$ cat src/sv/i8pool_pkg.sv
`timescale 1ns / 1ps
// ----------------------------------------------------------------------------
// i8pool_pkg
// Shared constants, register indexes and controller/datapath link types.
// ----------------------------------------------------------------------------
package i8pool_pkg;

  localparam int MAX_COLS   = 1024;
  localparam int MAX_ROWS   = 1024;
  localparam int MAX_WINDOW = 16;

  localparam int COL_W  = $clog2(MAX_COLS);
  localparam int ROW_W  = $clog2(MAX_ROWS);
  localparam int LINE_W = $clog2(MAX_WINDOW);
  localparam int WIN_W  = $clog2(MAX_WINDOW) + 1;
  localparam int DIM_W  = 11;
  localparam int GEO_W  = 13;
  localparam int CFG_W  = 11;
  localparam int IDX_W  = 3;

  localparam logic [IDX_W-1:0] REG_POOL_MODE   = 3'd0;
  localparam logic [IDX_W-1:0] REG_IMAGE_ROWS  = 3'd1;
  localparam logic [IDX_W-1:0] REG_IMAGE_COLS  = 3'd2;
  localparam logic [IDX_W-1:0] REG_WINDOW_ROWS = 3'd3;
  localparam logic [IDX_W-1:0] REG_WINDOW_COLS = 3'd4;
  localparam logic [IDX_W-1:0] REG_STEP_SIZE   = 3'd5;

  localparam logic MODE_MAX = 1'b0;
  localparam logic MODE_AVG = 1'b1;

  typedef struct packed {
    logic              wr_en;
    logic [LINE_W-1:0] wr_line;
    logic [COL_W-1:0]  wr_col;
    logic              start;
    logic              mode;
    logic [WIN_W-1:0]  win_rows;
    logic [WIN_W-1:0]  win_cols;
    logic [ROW_W-1:0]  res_row;
    logic [COL_W-1:0]  res_col;
    logic              res_last;
  } cmd_t;

  typedef struct packed {
    logic busy;
  } sts_t;

endpackage

$ cat src/sv/i8pool_ctrl.sv
`timescale 1ns / 1ps
// ----------------------------------------------------------------------------
// i8pool_ctrl
// Configuration registers, frame counters and window completion control.
// ----------------------------------------------------------------------------
module i8pool_ctrl import i8pool_pkg::*; (
  input  logic             clk,
  input  logic             rst_n,
  input  logic             cfg_wr_en,
  input  logic [IDX_W-1:0] cfg_index,
  input  logic [CFG_W-1:0] cfg_wdata,
  input  logic             in_tvalid,
  output logic             in_tready,
  output cmd_t             cmd,
  input  sts_t             sts
);

  localparam logic ST_IDLE = 1'b0;
  localparam logic ST_BUSY = 1'b1;

  logic state_r, state_nxt;
  logic             mode_r;
  logic [DIM_W-1:0] img_rows_r, img_cols_r;
  logic [4:0]       win_rows_r, win_cols_r, step_r;

  logic [ROW_W-1:0] prow_r, prow_nxt;
  logic [COL_W-1:0] pcol_r, pcol_nxt;
  logic [ROW_W-1:0] nwr_r, nwr_nxt;
  logic [COL_W-1:0] nwc_r, nwc_nxt;
  logic [GEO_W-1:0] orow_r, orow_nxt, ocol_r, ocol_nxt;
  logic [GEO_W-1:0] rmul_r, rmul_nxt, cmul_r, cmul_nxt;

  logic [GEO_W-1:0] rows, cols, wr, wc, st;
  logic row_ends, col_ends, fire, last_row, last_col, accept, restart;

  always_comb begin
    rows = (img_rows_r == '0) ? GEO_W'(1) :
           (img_rows_r > DIM_W'(MAX_ROWS)) ? GEO_W'(MAX_ROWS) : GEO_W'(img_rows_r);
    cols = (img_cols_r == '0) ? GEO_W'(1) :
           (img_cols_r > DIM_W'(MAX_COLS)) ? GEO_W'(MAX_COLS) : GEO_W'(img_cols_r);
    wr = (win_rows_r == '0) ? GEO_W'(1) :
         (win_rows_r > 5'(MAX_WINDOW)) ? GEO_W'(MAX_WINDOW) : GEO_W'(win_rows_r);
    wc = (win_cols_r == '0) ? GEO_W'(1) :
         (win_cols_r > 5'(MAX_WINDOW)) ? GEO_W'(MAX_WINDOW) : GEO_W'(win_cols_r);
    st = (step_r == '0) ? GEO_W'(1) :
         (step_r > 5'(MAX_WINDOW)) ? GEO_W'(MAX_WINDOW) : GEO_W'(step_r);
  end

  assign row_ends = (orow_r + wr - GEO_W'(1) == GEO_W'(prow_r)) && (rmul_r + wr <= rows);
  assign col_ends = (ocol_r + wc - GEO_W'(1) == GEO_W'(pcol_r)) && (cmul_r + wc <= cols);
  assign last_row = (orow_r + st + wr > rows) || (rmul_r + wr + wr > rows);
  assign last_col = (ocol_r + st + wc > cols) || (cmul_r + wc + wc > cols);

  assign in_tready = (state_r == ST_IDLE);
  assign accept    = in_tvalid && in_tready;
  assign fire      = accept && row_ends && col_ends;
  assign restart   = cfg_wr_en && (cfg_index != REG_POOL_MODE) && (cfg_index <= REG_STEP_SIZE);

  always_comb begin
    cmd.wr_en    = accept;
    cmd.wr_line  = prow_r[LINE_W-1:0];
    cmd.wr_col   = pcol_r;
    cmd.start    = fire;
    cmd.mode     = mode_r;
    cmd.win_rows = wr[WIN_W-1:0];
    cmd.win_cols = wc[WIN_W-1:0];
    cmd.res_row  = nwr_r;
    cmd.res_col  = nwc_r;
    cmd.res_last = last_row && last_col;
  end

  always_comb begin
    state_nxt = state_r;
    prow_nxt = prow_r; pcol_nxt = pcol_r;
    nwr_nxt = nwr_r; nwc_nxt = nwc_r;
    orow_nxt = orow_r; ocol_nxt = ocol_r;
    rmul_nxt = rmul_r; cmul_nxt = cmul_r;
    case (state_r)
      ST_IDLE: if (fire) state_nxt = ST_BUSY;
      ST_BUSY: if (!sts.busy) state_nxt = ST_IDLE;
      default: state_nxt = ST_IDLE;
    endcase
    if (accept) begin
      if (fire) begin
        nwc_nxt  = nwc_r + COL_W'(1);
        ocol_nxt = ocol_r + st;
        cmul_nxt = cmul_r + wc;
      end
      if (GEO_W'(pcol_r) + GEO_W'(1) >= cols) begin
        pcol_nxt = '0; nwc_nxt = '0; ocol_nxt = '0; cmul_nxt = '0;
        if (row_ends) begin
          nwr_nxt  = nwr_r + ROW_W'(1);
          orow_nxt = orow_r + st;
          rmul_nxt = rmul_r + wr;
        end
        prow_nxt = prow_r + ROW_W'(1);
        if (GEO_W'(prow_r) + GEO_W'(1) >= rows) begin
          prow_nxt = '0; nwr_nxt = '0; orow_nxt = '0; rmul_nxt = '0;
        end
      end else begin
        pcol_nxt = pcol_r + COL_W'(1);
      end
    end
    if (restart) begin
      prow_nxt = '0; pcol_nxt = '0; nwr_nxt = '0; nwc_nxt = '0;
      orow_nxt = '0; ocol_nxt = '0; rmul_nxt = '0; cmul_nxt = '0;
    end
  end

  always_ff @(posedge clk) begin
    if (!rst_n) begin
      state_r <= ST_IDLE;
      mode_r <= MODE_MAX;
      img_rows_r <= DIM_W'(1024);
      img_cols_r <= DIM_W'(1024);
      win_rows_r <= 5'd2;
      win_cols_r <= 5'd2;
      step_r <= 5'd2;
      prow_r <= '0; pcol_r <= '0; nwr_r <= '0; nwc_r <= '0;
      orow_r <= '0; ocol_r <= '0; rmul_r <= '0; cmul_r <= '0;
    end else begin
      state_r <= state_nxt;
      prow_r <= prow_nxt; pcol_r <= pcol_nxt;
      nwr_r <= nwr_nxt; nwc_r <= nwc_nxt;
      orow_r <= orow_nxt; ocol_r <= ocol_nxt;
      rmul_r <= rmul_nxt; cmul_r <= cmul_nxt;
      if (cfg_wr_en) begin
        case (cfg_index)
          REG_POOL_MODE:   mode_r <= cfg_wdata[0];
          REG_IMAGE_ROWS:  img_rows_r <= cfg_wdata;
          REG_IMAGE_COLS:  img_cols_r <= cfg_wdata;
          REG_WINDOW_ROWS: win_rows_r <= cfg_wdata[4:0];
          REG_WINDOW_COLS: win_cols_r <= cfg_wdata[4:0];
          REG_STEP_SIZE:   step_r <= cfg_wdata[4:0];
          default: ;
        endcase
      end
    end
  end

endmodule

$ cat config.mk
export PLATFORM = sky130hd
export DESIGN_NAME = i8pool_ctrl
export DESIGN_NICKNAME = d
export VERILOG_FILES = /design/src/sv/i8pool_pkg.sv /design/src/sv/i8pool_ctrl.sv
export SDC_FILE = /design/constraint.sdc
export NUM_CORES = 1
export LEC_CHECK = 0
export BUFFER_PORTS_ARGS = -buffer_cell sky130_fd_sc_hd__buf_2
export CORE_MARGIN = 4
export CORE_UTILIZATION = 59
export DETAILED_ROUTE_END_ITERATION = 10
export PLACE_DENSITY = 0.77
export SETUP_SLACK_MARGIN = 0.15
export SYNTH_ARGS = -nofsm -noshare
export SYNTH_HDL_FRONTEND = slang
export SYNTH_SLANG_ARGS = --single-unit
$ cat constraint.sdc
create_clock -name clk -period 7.9 [get_ports clk]
set_input_delay 0.395 -clock clk [delete_from_list [all_inputs] [get_ports clk]]
set_output_delay 0.395 -clock clk [all_outputs]
set_load 0.01 [all_outputs]
==> impl_metrics.tcl <==
set metrics [dict create \
    layout-drive-gt1-share 0.0786 \
    final_max_slew_viol_count 0 \
    synth_top_area_frac 0.217 \
    drt-total-wl_um 33200 \
    gp_congestion 0.941 \
    leakagePower_nw 6.07 \
    fin_crit_ps 7230 \
    syn_avg_cell_area_um2 8.19 \
    n_fill_cell 1746 \
    path_cells "nor3_1 -> o21ai_0 -> inv_1 -> ha_1 -> fa_1 -> a31oi_1 -> a31oi_1 -> nor2_1 -> nor2_1 -> xnor2_1 -> inv_1 -> ha_1 -> a211oi_1 -> o21ai_0 -> o311ai_0 -> nand4_1 -> or4b_4 -> or4_4 -> nor3_2 -> a22o_1" \
    worst-setup-path-type "register to register" \
    grt_max_degree 42 \
    ctsLongestPathBuffers 2 \
    cp_top_family "simple AND/OR/NAND/NOR gates" \
    crit_buf_inv 2 \
    sw_frac_of_total 0.272 \
    antenna_found_initial 0 \
    grt-ovfl-total 0 \
    worst_pin_slew_ps 1140 \
    setup_viol 0 \
    ys_warn_count 0 \
    track_usage 0.290 \
    comb_power_share 0.117 \
    multi_input_area_um2 8820 \
    detail_route.first_pass.iterations 5 \
    start_util 0.598 \
    slowest_stage "o311ai_0" \
    grt_pass1_wl_um 53100 \
    synth_cell_types 80 \
    synth-seq-cells 131 \
    fin_tns_setup_ps 0 \
    endpoint_kind "register" \
    die_area_um2 22800 \
    areaGrowthSynthToFinish_pct 9.07 \
    rsz0062_at_grt "false" \
    cts-root-buf "clkbuf_16" \
    cts_made_buffers 17 \
    drc 0 \
    synthFlopType "dfxtp_1" \
    hpwlAfterDp_um 25200 \
    p_switching_mw 0.469 \
    hold_viol 0 \
    drtAntennaViolNets 0 \
    htreeDepth 4 \
    final_cell_mix "ha_1, nand2_1, dfxtp_1, inv_1, a21oi_1" \
    fmax_mhz 138 \
    slowest_delay_ps 940 \
    ys_top_cells_by_area "dfxtp_1, ha_1, xnor2_1, nand2_1, xor2_1" \
    p_seq_frac 0.390 \
    p_int_mw 1.25 \
    nets 1715 \
    ios 68 \
    cts_resized 0 \
    synth_top_area_cell "dfxtp_1" \
    synth_edf_count 0 \
    clk_pin_slew_worst_paths_ps 60 \
    period_share 0.916 \
    ir_worst_vdd_uv 148 \
    async_flop_share 0 \
    coreArea_um2 20200 \
    first_global_vias 10600 \
    power_density_nw_per_um2 131 \
    netlist_instances 1473 \
    arrival_ps 7600 \
    diodes 0 \
    layout_commonest_cell "ha_1" \
    clkPwrFrac 0.493 \
    hold_class "input pin to register" \
    synth.yosys.seq_area_share 0.217 \
    cts.sinks 131 \
    die_w_um 151 \
    regArea_um2 2620 \
    maxSlewHeadroom 0.231 \
    dieHeight_um 151 \
    viasPerCell 6.20 \
    drt-initial-drc-count 876 \
    fin_area_um2 13200 \
    cts.hold.buffers_added 0 \
    startpoint_type "register" \
    io_buffers 67 \
    postPlaceCellArea_um2 12500 \
    wl_per_cell_um 18.5 \
    cts_setup_buffers 0 \
    syn_nets 1675 \
    clk_latency_ps 430 \
    syn-cell-area_um2 12100 \
    status "complete, no violations" \
    required_ps 8270 \
    path_max_fanout 33 \
    cts_tree "yes" \
    vias 11100 \
    cap_violations 0 \
    finalClockSkew_ps 7.99 \
    num_rows 52 \
]
stage by stage:
step           worst slack, ps   util  hold slack, ps  total power [mW]  cells
3_3_place_gp              1300  0.622             453             0.876   1764
3_5_place_dp              1010  0.622             464             0.882   1764
6_report                   667  0.652             234              1.72   1796
2_1_floorplan             2330      -             443             0.829   1473
5_1_grt                    338  0.652             237              1.78   1796
4_1_cts                    868  0.652             227              1.72   1796
final timing paths:
check	cells past startpoint	to	slack, ps	from
worst max-delay path	20	cmul_r[6]	670	win_rows_r[2]
worst min-delay path	3	img_cols_r[8]	230	cfg_wdata[8]
worst max register to register	20	cmul_r[6]	670	win_rows_r[2]
worst min register to register	2	state_r	470	state_r
tightest hold or removal path: cells and delay by family:
family          cells  cell delay [ps]
buf+inv             1              110
compound gates      1               60
simple gates        1               50
cell usage after synthesis, drive strengths merged (9+ instances only):
master   number
a21oi        78
nand4        32
ha          173
o2bb2ai      14
or4          15
xor2         48
nor4         13
dfxtp       131
nand2b       23
a22o         24
nor3         29
a211o         9
fa           10
clkbuf       35
o211ai       19
xnor2        72
a31oi        15
buf          16
and2         12
nand3        40
a21o         40
nor2b        32
nor2         73
a211oi       14
mux2i        27
inv         101
a21boi       23
or3          15
o21a         20
nand3b       15
nand2       137
o21ai        63
and3         24
final cells by class:
| class | count | share of cell area |
|---|---|---|
| multi-input combinational | 1190 | 0.671 |
| sequential | 131 | 0.199 |
| clock buffer | 17 | 0.0323 |
| inverter | 101 | 0.0288 |
| timing repair buffer | 72 | 0.0283 |
| tap | 270 | 0.0257 |
| clock inverter | 15 | 0.0146 |
power by group through the flow:
stage                     clock, mW  combinational, mW  sequential, mW
final                         0.849              0.202           0.671
after global routing          0.884              0.222           0.671
after CTS                     0.852              0.199           0.671
after detailed placement          0              0.197           0.686
after global placement            0              0.191           0.685
after floorplan                   0              0.145           0.684
layer usage:
metal  GRT usage  share of wire  vias up
met2       0.453           0.44      361
met3      0.0524          0.067       65
met5           0              0        -
met4       0.100          0.027        0
met1       0.402           0.47     5275
li1            -              -     5437
cells by family (layout without fill, tap and decap cells):
group	Yosys count	after routing	share of synthesized area
flops	131	131	0.217
mux	29	29	0.0252
compound gates	369	369	0.209
fa+ha+maj	185	185	0.198
xor+xnor	120	120	0.0871
simple gates	487	487	0.213
buf+inv	152	205	0.0509
sequential cells by signal, indices dropped and copies added, names as in the netlist:
register / cells
cmul_r: 13
img_cols_r: 11
img_rows_r: 11
mode_r: 1
nwc_r: 10
nwr_r: 10
ocol_r: 13
orow_r: 13
pcol_r: 10
prow_r: 10
rmul_r: 13
state_r: 1
step_r: 5
win_cols_r: 5
win_rows_r: 5
Power figures use the tool's default switching activity.
